<file path="src/hw/rtl/flow_value_color_spiral_defines.svh">
// assertion macros for the flow value color spiral
// included by the files that carry concurrent checks; needs clk and rst in scope
`ifndef FLOW_VALUE_COLOR_SPIRAL_DEFINES_SVH
`define FLOW_VALUE_COLOR_SPIRAL_DEFINES_SVH

// same-cycle implication, quiet during reset
`define CLRSP_ASSERT_NOW(label, ante, cons, msg) \
  label: assert property (@(posedge clk) disable iff (rst) (ante) |-> (cons)) \
    else $error(msg);

// next-cycle implication, quiet during reset
`define CLRSP_ASSERT_NEXT(label, ante, cons, msg) \
  label: assert property (@(posedge clk) disable iff (rst) (ante) |=> (cons)) \
    else $error(msg);

`endif

</file>
<file path="src/hw/rtl/clrsp_pkg.sv">
// shared types and constants of the flow value color spiral
// no dependencies
`default_nettype none

package clrsp_pkg;

  localparam int FRACTION_BITS = 8;
  localparam int VALUE_W = 24;
  localparam int CFG_IDX_W = 2;

  // register indexes of the configuration port
  localparam logic [CFG_IDX_W-1:0] REG_VALUE_MIN = 2'd0;
  localparam logic [CFG_IDX_W-1:0] REG_VALUE_MAX = 2'd1;
  localparam logic [CFG_IDX_W-1:0] REG_HUE_PERIOD = 2'd2;

  localparam logic [7:0] FIXED_PERIOD = 8'd5;
  localparam logic [VALUE_W-1:0] VALUE_MAX_RESET = VALUE_W'(65280);
  localparam logic [7:0] HUE_PERIOD_RESET = 8'd5;

  // no-match marker, -9999 in the value format
  localparam longint MARKER_L = -(longint'(9999) <<< FRACTION_BITS);
  localparam logic MARKER_FITS = (MARKER_L >= -(longint'(1) <<< (VALUE_W - 1)));
  localparam logic [63:0] MARKER_BITS = MARKER_L;
  localparam logic [VALUE_W-1:0] MARKER = MARKER_BITS[VALUE_W-1:0];

  // brightness ramp, 16-bit fractions
  localparam logic [16:0] BRIGHT_OFFSET = 17'd6553;
  localparam logic [15:0] BRIGHT_LOW = 16'd16384;
  localparam logic [15:0] BRIGHT_HIGH = 16'd49152;
  localparam logic [16:0] ONE16 = 17'h10000;

  // divider pipeline shape
  localparam int DIV_STAGES = 8;
  localparam int DIFF_W = VALUE_W + 1;
  localparam int D_W = DIFF_W + 4;
  localparam int REM_W = D_W + 1;
  localparam int SAT_STEPS = 16 / DIV_STAGES;
  localparam int HUE_SHIFT = 16 - FRACTION_BITS;
  localparam int HUE_X_W = VALUE_W + HUE_SHIFT;
  localparam int HUE_STEPS = (HUE_X_W + DIV_STAGES - 1) / DIV_STAGES;
  localparam int HUE_U_W = HUE_STEPS * DIV_STAGES;

  typedef struct packed {
    logic signed [VALUE_W-1:0] sample_value;
    logic channel;
  } in_item_t;

  typedef struct packed {
    logic [7:0] blue;
    logic [7:0] green;
    logic [7:0] red;
    logic matched;
  } out_item_t;

  typedef struct packed {
    logic signed [VALUE_W-1:0] value_min;
    logic signed [VALUE_W-1:0] value_max;
    logic [7:0] hue_period;
  } cfg_t;

  // state of one item while both divisions run
  typedef struct packed {
    logic nomatch;
    logic sat_low;
    logic sat_high;
    logic [REM_W-1:0] sat_rem;
    logic [D_W-1:0] sat_den;
    logic [15:0] sat_q;
    logic hue_neg;
    logic [HUE_U_W-1:0] hue_num;
    logic [7:0] hue_per;
    logic [7:0] hue_rem;
    logic [15:0] hue_q;
  } div_t;

endpackage

`default_nettype wire

</file>
<file path="src/hw/rtl/clrsp_front.sv">
// input register and operand preparation for both divisions
// depends on clrsp_pkg
`default_nettype none

module clrsp_front import clrsp_pkg::*; (
  input  wire logic clk,
  input  wire logic rst,
  input  wire logic en,
  input  wire logic in_valid,
  input  wire in_item_t in_item,
  input  wire cfg_t cfg,
  output logic out_valid,
  output div_t out_data
);

  logic s1_valid;
  in_item_t s1_item;

  logic s2_valid;
  logic s2_nomatch;
  logic signed [VALUE_W-1:0] s2_v;
  logic [7:0] s2_per;
  logic signed [DIFF_W-1:0] s2_diff;
  logic signed [DIFF_W-1:0] s2_den;

  logic signed [DIFF_W-1:0] diff;
  logic signed [DIFF_W-1:0] den;
  logic [7:0] per;

  logic [DIFF_W-1:0] diff_mag;
  logic [DIFF_W-1:0] den_mag;
  logic [D_W-1:0] num_a;
  logic [D_W-1:0] den_a;
  logic sat_low;
  logic signed [HUE_X_W-1:0] hue_x;
  logic signed [HUE_X_W-1:0] hue_u;

  assign diff = DIFF_W'(s1_item.sample_value) - DIFF_W'(cfg.value_min);
  assign den = DIFF_W'(cfg.value_max) - DIFF_W'(cfg.value_min);

  always_comb begin
    if (s1_item.channel) begin
      per = FIXED_PERIOD;
    end else if (cfg.hue_period == 8'd0) begin
      per = 8'd1;
    end else begin
      per = cfg.hue_period;
    end
  end

  always_ff @(posedge clk) begin
    if (rst) begin
      s1_valid <= 1'b0;
      s2_valid <= 1'b0;
    end else if (en) begin
      s1_valid <= in_valid;
      s2_valid <= s1_valid;
    end
    if (en) begin
      s1_item <= in_item;
      s2_nomatch <= MARKER_FITS && (s1_item.sample_value == MARKER);
      s2_v <= s1_item.sample_value;
      s2_per <= per;
      s2_diff <= diff;
      s2_den <= den;
    end
  end

  // magnitudes; the most negative pattern reads correctly as unsigned
  assign diff_mag = s2_diff[DIFF_W-1] ? DIFF_W'(-s2_diff) : DIFF_W'(s2_diff);
  assign den_mag = s2_den[DIFF_W-1] ? DIFF_W'(-s2_den) : DIFF_W'(s2_den);
  assign num_a = {diff_mag, 3'b000} + D_W'(diff_mag);
  assign den_a = D_W'({den_mag, 3'b000}) + D_W'({den_mag, 1'b0});

  // zero span, zero offset or a negative ratio all land on the low clamp
  assign sat_low = (s2_den == '0) || (s2_diff == '0) ||
                   (s2_diff[DIFF_W-1] != s2_den[DIFF_W-1]);

  // floor(x / p) = ~floor(~x / p) for negative x
  assign hue_x = HUE_X_W'(s2_v) <<< HUE_SHIFT;
  assign hue_u = hue_x[HUE_X_W-1] ? ~hue_x : hue_x;

  always_ff @(posedge clk) begin
    if (rst) begin
      out_valid <= 1'b0;
    end else if (en) begin
      out_valid <= s2_valid;
    end
    if (en) begin
      out_data.nomatch <= s2_nomatch;
      out_data.sat_low <= sat_low;
      out_data.sat_high <= !sat_low && (num_a >= den_a);
      out_data.sat_rem <= REM_W'(num_a);
      out_data.sat_den <= den_a;
      out_data.sat_q <= '0;
      out_data.hue_neg <= hue_x[HUE_X_W-1];
      out_data.hue_num <= HUE_U_W'($unsigned(hue_u));
      out_data.hue_per <= s2_per;
      out_data.hue_rem <= '0;
      out_data.hue_q <= '0;
    end
  end

endmodule

`default_nettype wire

</file>
<file path="src/hw/rtl/clrsp_div_stage.sv">
// one stage of the two restoring dividers (brightness ratio and hue fraction)
// depends on clrsp_pkg
`default_nettype none

module clrsp_div_stage import clrsp_pkg::*; (
  input  wire logic clk,
  input  wire logic rst,
  input  wire logic en,
  input  wire logic in_valid,
  input  wire div_t in_data,
  output logic out_valid,
  output div_t out_data
);

  div_t nxt;
  logic [REM_W-1:0] sat_shift;
  logic [8:0] hue_shift;
  logic [8:0] hue_diff;

  always_comb begin
    nxt = in_data;
    sat_shift = '0;
    hue_shift = '0;
    hue_diff = '0;
    for (int i = 0; i < SAT_STEPS; i++) begin
      sat_shift = {nxt.sat_rem[REM_W-2:0], 1'b0};
      if (sat_shift >= REM_W'(nxt.sat_den)) begin
        nxt.sat_rem = sat_shift - REM_W'(nxt.sat_den);
        nxt.sat_q = {nxt.sat_q[14:0], 1'b1};
      end else begin
        nxt.sat_rem = sat_shift;
        nxt.sat_q = {nxt.sat_q[14:0], 1'b0};
      end
    end
    // only the low 16 quotient bits are kept: the hue wraps at one
    for (int j = 0; j < HUE_STEPS; j++) begin
      hue_shift = {nxt.hue_rem, nxt.hue_num[HUE_U_W-1]};
      nxt.hue_num = {nxt.hue_num[HUE_U_W-2:0], 1'b0};
      hue_diff = hue_shift - {1'b0, nxt.hue_per};
      if (hue_shift >= {1'b0, nxt.hue_per}) begin
        nxt.hue_rem = hue_diff[7:0];
        nxt.hue_q = {nxt.hue_q[14:0], 1'b1};
      end else begin
        nxt.hue_rem = hue_shift[7:0];
        nxt.hue_q = {nxt.hue_q[14:0], 1'b0};
      end
    end
  end

  always_ff @(posedge clk) begin
    if (rst) begin
      out_valid <= 1'b0;
    end else if (en) begin
      out_valid <= in_valid;
    end
    if (en) begin
      out_data <= nxt;
    end
  end

endmodule

`default_nettype wire

</file>
<file path="src/hw/rtl/clrsp_hsv.sv">
// brightness clamp, hsv sextant rule and byte scaling, three register stages
// depends on clrsp_pkg
`default_nettype none

module clrsp_hsv import clrsp_pkg::*; (
  input  wire logic clk,
  input  wire logic rst,
  input  wire logic en,
  input  wire logic in_valid,
  input  wire div_t in_data,
  output logic out_valid,
  output out_item_t out_item
);

  function automatic logic [7:0] to_byte(input logic [16:0] c);
    logic [24:0] t;
    t = {c, 8'b0} - {8'b0, c};
    return t[23:16];
  endfunction

  logic [16:0] q_plus;
  logic [15:0] s16;
  logic [15:0] h16;
  logic [18:0] h6;
  logic [16:0] f2;
  logic [16:0] d;

  logic h1_valid;
  logic h1_nomatch;
  logic [15:0] h1_s16;
  logic [2:0] h1_sext;
  logic [16:0] h1_w;

  logic [32:0] prod;
  logic h2_valid;
  logic h2_nomatch;
  logic [15:0] h2_s16;
  logic [2:0] h2_sext;
  logic [15:0] h2_x16;

  logic [16:0] cmin;
  logic [16:0] cmid;
  logic [16:0] rr;
  logic [16:0] gg;
  logic [16:0] bb;

  assign q_plus = {1'b0, in_data.sat_q} + BRIGHT_OFFSET;

  always_comb begin
    if (in_data.sat_low) begin
      s16 = BRIGHT_LOW;
    end else if (in_data.sat_high || (q_plus > 17'(BRIGHT_HIGH))) begin
      s16 = BRIGHT_HIGH;
    end else if (q_plus < 17'(BRIGHT_LOW)) begin
      s16 = BRIGHT_LOW;
    end else begin
      s16 = q_plus[15:0];
    end
  end

  assign h16 = in_data.hue_neg ? ~in_data.hue_q : in_data.hue_q;
  assign h6 = {1'b0, h16, 2'b00} + {2'b00, h16, 1'b0};
  assign f2 = h6[16:0];
  assign d = (f2 >= ONE16) ? (f2 - ONE16) : (ONE16 - f2);

  always_ff @(posedge clk) begin
    if (rst) begin
      h1_valid <= 1'b0;
    end else if (en) begin
      h1_valid <= in_valid;
    end
    if (en) begin
      h1_nomatch <= in_data.nomatch;
      h1_s16 <= s16;
      h1_sext <= h6[18:16];
      h1_w <= ONE16 - d;
    end
  end

  assign prod = {1'b0, h1_s16} * {16'b0, h1_w};

  always_ff @(posedge clk) begin
    if (rst) begin
      h2_valid <= 1'b0;
    end else if (en) begin
      h2_valid <= h1_valid;
    end
    if (en) begin
      h2_nomatch <= h1_nomatch;
      h2_s16 <= h1_s16;
      h2_sext <= h1_sext;
      h2_x16 <= prod[31:16];
    end
  end

  assign cmin = ONE16 - {1'b0, h2_s16};
  assign cmid = cmin + {1'b0, h2_x16};

  always_comb begin
    case (h2_sext)
      3'd0: begin rr = ONE16; gg = cmid; bb = cmin; end
      3'd1: begin rr = cmid; gg = ONE16; bb = cmin; end
      3'd2: begin rr = cmin; gg = ONE16; bb = cmid; end
      3'd3: begin rr = cmin; gg = cmid; bb = ONE16; end
      3'd4: begin rr = cmid; gg = cmin; bb = ONE16; end
      default: begin rr = ONE16; gg = cmin; bb = cmid; end
    endcase
  end

  always_ff @(posedge clk) begin
    if (rst) begin
      out_valid <= 1'b0;
    end else if (en) begin
      out_valid <= h2_valid;
    end
    if (en) begin
      if (h2_nomatch) begin
        out_item <= '0;
      end else begin
        out_item.blue <= to_byte(bb);
        out_item.green <= to_byte(gg);
        out_item.red <= to_byte(rr);
        out_item.matched <= 1'b1;
      end
    end
  end

endmodule

`default_nettype wire

</file>
<file path="src/hw/rtl/flow_value_color_spiral.sv">
// Flow value color spiral: colors one signed Q15.8 flow or disparity value
// per item on a hue spiral, returning 8-bit blue, green, red and a match flag.
// Input channel in_valid/in_ready/in_item; output channel out_valid/out_ready/
// out_item; configuration by cfg_we/cfg_index/cfg_data (0 value_min,
// 1 value_max, 2 hue_period), to be written by the user only while no item
// is in flight; the block does not enforce it. There are 14 register stages:
// three front stages, eight divider stages, three color stages. Throughput is
// one item per cycle unless the receiver stalls; the divider chain resolves
// two brightness bits and four hue bits per stage, which sets the depth.
// When the receiver holds out_ready low with a result waiting, the whole
// pipeline freezes and in_ready drops in the same cycle; nothing is lost.
// Reset clears all valid bits and loads value_min 0, value_max 255.0 and
// hue_period 5; the block takes items in the first cycle after reset.
// depends on clrsp_pkg, clrsp_front, clrsp_div_stage, clrsp_hsv, flow_value_color_spiral_defines.svh
`default_nettype none

`include "flow_value_color_spiral_defines.svh"

module flow_value_color_spiral import clrsp_pkg::*; (
  input  wire logic clk,
  input  wire logic rst,
  input  wire logic in_valid,
  output logic in_ready,
  input  wire in_item_t in_item,
  output logic out_valid,
  input  wire logic out_ready,
  output out_item_t out_item,
  input  wire logic cfg_we,
  input  wire logic [CFG_IDX_W-1:0] cfg_index,
  input  wire logic [VALUE_W-1:0] cfg_data
);

  cfg_t cfg;
  logic en;
  logic div_valid [0:DIV_STAGES];
  div_t div_data [0:DIV_STAGES];

  always_ff @(posedge clk) begin
    if (rst) begin
      cfg.value_min <= '0;
      cfg.value_max <= VALUE_MAX_RESET;
      cfg.hue_period <= HUE_PERIOD_RESET;
    end else if (cfg_we) begin
      unique case (cfg_index)
        REG_VALUE_MIN: cfg.value_min <= cfg_data;
        REG_VALUE_MAX: cfg.value_max <= cfg_data;
        REG_HUE_PERIOD: cfg.hue_period <= cfg_data[7:0];
        default: ;
      endcase
    end
  end

  // the pipeline moves unless a result waits on a stalled receiver
  assign en = !(out_valid && !out_ready);
  assign in_ready = en;

  clrsp_front u_front (
    .clk(clk),
    .rst(rst),
    .en(en),
    .in_valid(in_valid),
    .in_item(in_item),
    .cfg(cfg),
    .out_valid(div_valid[0]),
    .out_data(div_data[0])
  );

  for (genvar g = 0; g < DIV_STAGES; g++) begin : g_div
    clrsp_div_stage u_stage (
      .clk(clk),
      .rst(rst),
      .en(en),
      .in_valid(div_valid[g]),
      .in_data(div_data[g]),
      .out_valid(div_valid[g+1]),
      .out_data(div_data[g+1])
    );
  end

  clrsp_hsv u_hsv (
    .clk(clk),
    .rst(rst),
    .en(en),
    .in_valid(div_valid[DIV_STAGES]),
    .in_data(div_data[DIV_STAGES]),
    .out_valid(out_valid),
    .out_item(out_item)
  );

  `CLRSP_ASSERT_NOW(a_nomatch_black, out_valid && !out_item.matched,
    (out_item.red == 8'd0) && (out_item.green == 8'd0) && (out_item.blue == 8'd0),
    "unmatched item is not black")

  `CLRSP_ASSERT_NOW(a_full_channel, out_valid && out_item.matched,
    (out_item.red == 8'd255) || (out_item.green == 8'd255) || (out_item.blue == 8'd255),
    "matched item has no full channel")

  `CLRSP_ASSERT_NOW(a_floor_channel, out_valid && out_item.matched,
    (out_item.red >= 8'd63) && (out_item.green >= 8'd63) && (out_item.blue >= 8'd63),
    "channel below the saturation floor")

  `CLRSP_ASSERT_NEXT(a_stall_freeze, out_valid && !out_ready && !rst,
    out_valid && $stable(div_valid[DIV_STAGES]), "pipeline moved during a stall")

endmodule

`default_nettype wire

</file>
<file path="config.mk">
export PLATFORM = sky130hd
export DESIGN_NAME = flow_value_color_spiral
export DESIGN_NICKNAME = d
export VERILOG_FILES = /design/src/hw/rtl/clrsp_pkg.sv /design/src/hw/rtl/clrsp_front.sv /design/src/hw/rtl/clrsp_div_stage.sv /design/src/hw/rtl/clrsp_hsv.sv /design/src/hw/rtl/flow_value_color_spiral.sv
export VERILOG_INCLUDE_DIRS = /design/src /design/src/hw/rtl
export SDC_FILE = /design/constraint.sdc
export NUM_CORES = 2
export LEC_CHECK = 0
export BUFFER_PORTS_ARGS = -buffer_cell sky130_fd_sc_hd__buf_2
export CORE_UTILIZATION = 35
export DETAILED_ROUTE_END_ITERATION = 12
export GPL_TIMING_DRIVEN = 0
export PLACE_DENSITY = 0.61
export SYNTH_ARGS = -nofsm -noshare
export SYNTH_HDL_FRONTEND = slang
export SYNTH_SLANG_ARGS = --single-unit
</file>
<file path="constraint.sdc">
create_clock -name clk -period 42.1 [get_ports clk]
set_input_delay 6.315 -clock clk [delete_from_list [all_inputs] [get_ports clk]]
set_output_delay 6.315 -clock clk [all_outputs]
set_load 0.01 [all_outputs]
</file>
# [Word-level counts from Yosys, hierarchy flattened]
# Cells that the tools add are included.
[op_classes] n_addsub=62 mul=1 order_cmp=52 n_eq_ne=8 muxes=75 n_bitwise=2 n_reduce_logical=24
[op_table] operator="$mux 24" count=31
[op_table] operator="$ge 30x29->1" count=16
[op_table] operator="$mux 29" count=15
[op_table] operator="$sub 29x29->29" count=15
[op_table] operator="$ge 9x8->1" count=31
[op_table] operator="$sub 8x8->8" count=30
[op_table] operator="$pmux 17 s2" count=3
[op_table] operator="$sub 24x17->24" count=3
[op_table] operator="$logic_not 25->1" count=2
[op_table] operator="$mux 25" count=2
[op_table] operator="$neg 25->25" count=2
[op_table] operator="$sub 24x24->25" count=2
[op_table] operator="$mux 16" count=3
[op_table] operator="$sub 17x17->17 const A" count=2
[op_table] operator="$mul 16x17->32" count=1
[op_table] operator="$not 32->32" count=1
[op_table] operator="$mux 31" count=1
[op_table] operator="$add 28x25->29" count=1
[op_table] operator="$add 28x26->29" count=1
[op_table] operator="$ge 29x29->1" count=1
[op_table] operator="$eq 24x24->1 const B" count=1
[op_table] operator="$add 18x17->19" count=1
[op_table] operator="$mux 1" count=18
[op_table] operator="$add 16x13->17 const B" count=1
[op_table] operator="26 further kinds" count=40
[word_totals] reg_bits=1233 inputBits=56

# [Depth between registers and ports, before layout]
[logic_depth] word_depth=8 ltp_mapped=48

# [Modules after synthesis]
# From an unflattened synthesis, not the netlist that was laid out.
[unflattened] cells_unflattened=10890 area_unflattened_um2=111618.3
[by_module_without_submodules] module="clrsp_div_stage (g_div[0].u_stage ...)" instances=5 cells_each=964 area_per_inst_um2=9979.6
[by_module_without_submodules] module="clrsp_div_stage (g_div[2].u_stage ...)" instances=3 cells_each=884 area_per_inst_um2=9502.9
[by_module_without_submodules] module="clrsp_hsv" instances=1 cells_each=1864 area_per_inst_um2=16706.0
[by_module_without_submodules] module="clrsp_front" instances=1 cells_each=1329 area_per_inst_um2=14154.8
[by_module_without_submodules] module="flow_value_color_spiral" instances=1 cells_each=225 area_per_inst_um2=2351.0

# [Worst setup path before layout]
# OpenSTA, ideal clock, no wires.
[synth_timing] path_kind="in2out" start="in out_ready" end="out in_ready" t_arrival_ns=34.029 required_time_ns=35.785 slack_ns=1.756 path_stages=3 path_buffers=1 cell_sequence="nor2b_1 -> inv_1 -> clkbuf_1"
[synth_between] elab_chain_len=3
[synth_lines] element="start: declaration" line="flow_value_color_spiral.sv:26" text="input wire logic out_ready,"
[synth_lines] element="$logic_not 1->1" line="flow_value_color_spiral.sv:54" text="assign en = !(out_valid && !out_ready);"
[synth_lines] element="$logic_and 1x1->1" line="flow_value_color_spiral.sv:54"
[synth_lines] element="$logic_not 1->1" line="flow_value_color_spiral.sv:54"
[synth_lines] element="end: declaration" line="flow_value_color_spiral.sv:23" text="output logic in_ready,"
# No other way between the ends.

# [Final worst setup path]
# Same ends and word-level chain as after synthesis.

==> results.py <==
metrics = {
    "cts": {
        "clock-sinks": 1084,
        "htree_num_levels": 3,
        "post_cts_hold_buffer_count": 0,
        "clock_path_buffers": 3,
        "cts-resized-gates": 0,
        "cts_setup_buffers": 0,
        "cts_inserted_buffers": 120,
        "clock_tree_from_tritoncts": "done",
        "cts-root-buf": "clkbuf_16",
        "clk_pin_slew_ps": 60,
        "insertion_delay_ps": 780,
    },
    "layout": {
        "multiInputGateArea_um2": 55100,
        "layout.core_utilization_pct": 38.8,
        "final-seq-area_um2": 31900,
        "layout-drive-gt1-share_pct": 8.15,
        "final_cell_area_um2": 101000,
        "final.fill_count": 25400,
        "areaGrowthSynthToFinish_pct": 10.0,
        "num-nets-final": 10900,
    },
    "floorplanning": {
        "core_region_area_um2": 260000,
        "floorplan.rows": 187,
        "floorplan.initialDensity_pct": 35.2,
        "die-area_um2": 263000,
        "floorplan.io_pins": 83,
        "floorplan.die.height_um": 513,
        "die_w_um": 513,
    },
    "routing": {
        "routedWlPerCell_um": 18.7,
        "remaining_antenna_violation_count": 0,
        "detailedRoute.firstIterationViolations": 4503,
        "route.detailed.drc": 0,
        "viasPerCell": 5.36,
        "totalWireLength_um": 247000,
        "detailedRoute.firstPassIterationCount": 6,
        "num_vias": 70700,
    },
    "worst_setup_path": {
        "timing.rr.end": "g_div[1].u_stage.out_data[17]",
        "critical_path_class": "in2out",
        "endpoint_kind": "output port",
        "rr_startpoint": "g_div[0].u_stage.out_data[25]",
        "crit_start": "out_ready",
        "worst-endpoint-arrival_ps": 7510,
        "path_max_fanout": 24,
        "worst_setup_path_start_kind": "primary input",
        "worst_r2r_path_depth": 47,
        "crit_end": "in_ready",
        "ff2ff_setup_slack_ps": 30540,
        "cp.required_ps": 35780,
    },
    "sta": {
        "min_period_ps": 13830,
        "setup_repair_after_global_routing_missed_its_margin": "no",
        "timing.final.setup_violations": 0,
        "setup-tns-final_ps": 0,
        "worst_clock_skew_ps": 51.0,
        "hold_ws_ps": 409,
        "worst_slew_margin_rel_pct": 15.5,
        "achievable_freq_ghz": 0.0723,
        "final_hold_viol_count": 0,
        "timing_max_transition_violations_final": 0,
        "worst_slew_pin_slew_ps": 1240,
        "post-route-period-util_pct": 32.8,
    },
    "global_routing": {
        "antenna_found_initial": 4,
        "grt_util_all_layers_pct": 18.4,
        "grt_remaining_overflow": 0,
        "wire_length_of_the_first_global_routing_pass_um": 389000,
        "vias_in_the_first_global_route": 71000,
        "grt_max_degree": 75,
    },
    "synthesis": {
        "main_combinational_cell_family_by_area_after_synthesis": "adder cells",
        "simple_gate_share_of_the_synthesized_area_pct": 14.2,
        "ys.warnings.count": 0,
        "compound_cell_area_share_of_the_yosys_netlist_pct": 16.3,
        "post_synth_xor_area_fraction_pct": 6.72,
        "synth_cells": 9469,
        "synthMuxAreaShare_pct": 4.77,
        "post_synth_num_cell_types": 130,
        "synthArstFlopShare_pct": 0,
        "syn_area_per_cell_um2": 9.66,
        "netlist_area_um2": 91500,
        "post_synthesis_sequential_area_ratio_pct": 34.8,
        "synth_ff_type": "edfxtp_1",
        "synth-seq-cells": 1084,
        "synth_enable_flop_cells": 1014,
        "synth-adder-area-share_pct": 18.2,
    },
    "placed_design": {
        "post-dp-hpwl_um": 200000,
        "portBuffers": 81,
        "placed_cell_area_um2": 96600,
        "place.gp.congestion": 0.931,
    },
    "job": {
        "cap_violations": 0,
    },
    "min_path": {
        "hold-path-cell-count": 0,
        "tightest_hold_check_type": "reg2reg",
    },
    "run_status": {
        "run_status": "completed",
    },
}
layout make-up:
| class | count | share of cell area, % |
|---|---|---|
| Sequential cell | 1084 | 31.6 |
| Timing Repair Buffer | 98 | 0.852 |
| Buffer | 219 | 1.01 |
| Multi-Input combinational cell | 7229 | 54.7 |
| Inverter | 939 | 3.50 |
| Tap cell | 3402 | 4.23 |
| Antenna cell | 1 | 0.00249 |
| Clock inverter | 86 | 0.915 |
| Clock buffer | 140 | 3.12 |
flip-flops by register name, summed over array words and instances, names as in the netlist, 3 cells and up:
signal	count
cfg	56
g_div.u_stage.out_data	715
g_div.u_stage.out_valid	8
u_front.out_data	94
u_front.s1_item	25
u_front.s2_den	25
u_front.s2_diff	25
u_front.s2_per	8
u_front.s2_v	24
u_hsv.h1_s16	16
u_hsv.h1_sext	3
u_hsv.h1_w	16
u_hsv.h2_s16	16
u_hsv.h2_sext	3
u_hsv.h2_x16	16
u_hsv.out_item	25
synth_stat cells, drive strengths merged (23+ instances only):
cell type / count / area share [%]
buf: 76 / 0.52
and4: 27 / 0.26
nand2: 849 / 3.5
o31ai: 70 / 0.58
o41ai: 25 / 0.25
o22ai: 25 / 0.18
a31oi: 80 / 0.56
nor4: 51 / 0.37
o21bai: 72 / 0.59
a21o: 234 / 1.9
a21oi: 625 / 3.4
nor2b: 152 / 1.0
mux2i: 71 / 0.79
a22oi: 29 / 0.24
xnor2: 460 / 4.4
ha: 955 / 13
edfxtp: 1014 / 33
mux2: 323 / 4.0
or2: 46 / 0.31
nand3: 139 / 0.76
nand2b: 123 / 0.84
dfxtp: 70 / 1.5
xor2: 241 / 2.3
nor2: 592 / 2.4
a21boi: 61 / 0.50
fa: 236 / 5.2
nor3b: 23 / 0.19
and3: 86 / 0.59
o211ai: 66 / 0.57
a211oi: 59 / 0.51
inv: 938 / 3.8
o21ai: 514 / 2.8
a221o: 42 / 0.46
or3: 79 / 0.54
nor3: 168 / 0.94
o21a: 140 / 1.1
nand3b: 27 / 0.22
nand4: 105 / 0.72
clkbuf: 143 / 0.59
and2: 131 / 0.90
worst min-delay path by stage:
stage | startpoint | slack (ps) | end
after floorplan | u_front.out_data[140] | 400 | g_div[0].u_stage.out_data[140]
after global placement | u_front.out_data[51] | 400 | g_div[0].u_stage.out_data[55]
after detailed placement | u_front.out_data[142] | 400 | g_div[0].u_stage.out_data[142]
after CTS | g_div[1].u_stage.out_data[67] | 410 | g_div[2].u_stage.out_data[69]
after global routing | g_div[5].u_stage.out_data[68] | 420 | g_div[6].u_stage.out_data[70]
final | g_div[1].u_stage.out_data[67] | 410 | g_div[2].u_stage.out_data[69]
cell families after synthesis:
family | Yosys count
simple gates | 2659
compound gates | 2281
fa+ha+maj | 1191
buf+inv | 1158
flops | 1084
xor+xnor | 701
mux | 394
other cells | 1
cell usage in the layout (no fill, tap or decap), types with 49 or more instances in the layout:
cell	count
edfxtp_1	1014
ha_1	955
inv_1	932
nand2_1	849
a21oi_1	624
nor2_1	592
o21ai_0	479
xnor2_1	459
mux2_2	311
xor2_1	241
fa_1	236
a21o_1	234
nor3_1	164
clkbuf_1	157
nor2b_1	152
o21a_1	140
nand3_1	139
and2_1	130
nand2b_1	123
clkbuf_16	121
buf_2	120
nand4_1	105
and3_1	85
or3_1	79
a31oi_1	78
o21bai_1	71
dfxtp_1	70
mux2i_1	69
o31ai_1	69
o211ai_1	63
a21boi_0	55
a211oi_1	54
nor4_1	49
critical path, stage by stage:
cell and delay, ps:
buf_2 100, nor2b_1 350, inv_1 170, clkbuf_4 340, buf_2 230
routing by layer:
metal | up-vias | part of all wire [%] | GRT usage (%)
li1 | 34700 | - | -
met1 | 33900 | 44 | 23.2
met2 | 1683 | 48 | 32.0
met3 | 458 | 3.7 | 1.73
met4 | 0 | 4.2 | 7.55
met5 | - | 0 | 0
metrics by stage:
step,setup slack [ps],instances
2_1_floorplan,1760,9471
3_3_place_gp,-12230,13000
3_5_place_dp,28250,13000
4_1_cts,28250,13200
5_1_grt,28170,13200
6_report,28270,13200
Power is not shown: default switching activity piles up to over one toggle a cycle in this logic, so the estimate is an artifact.
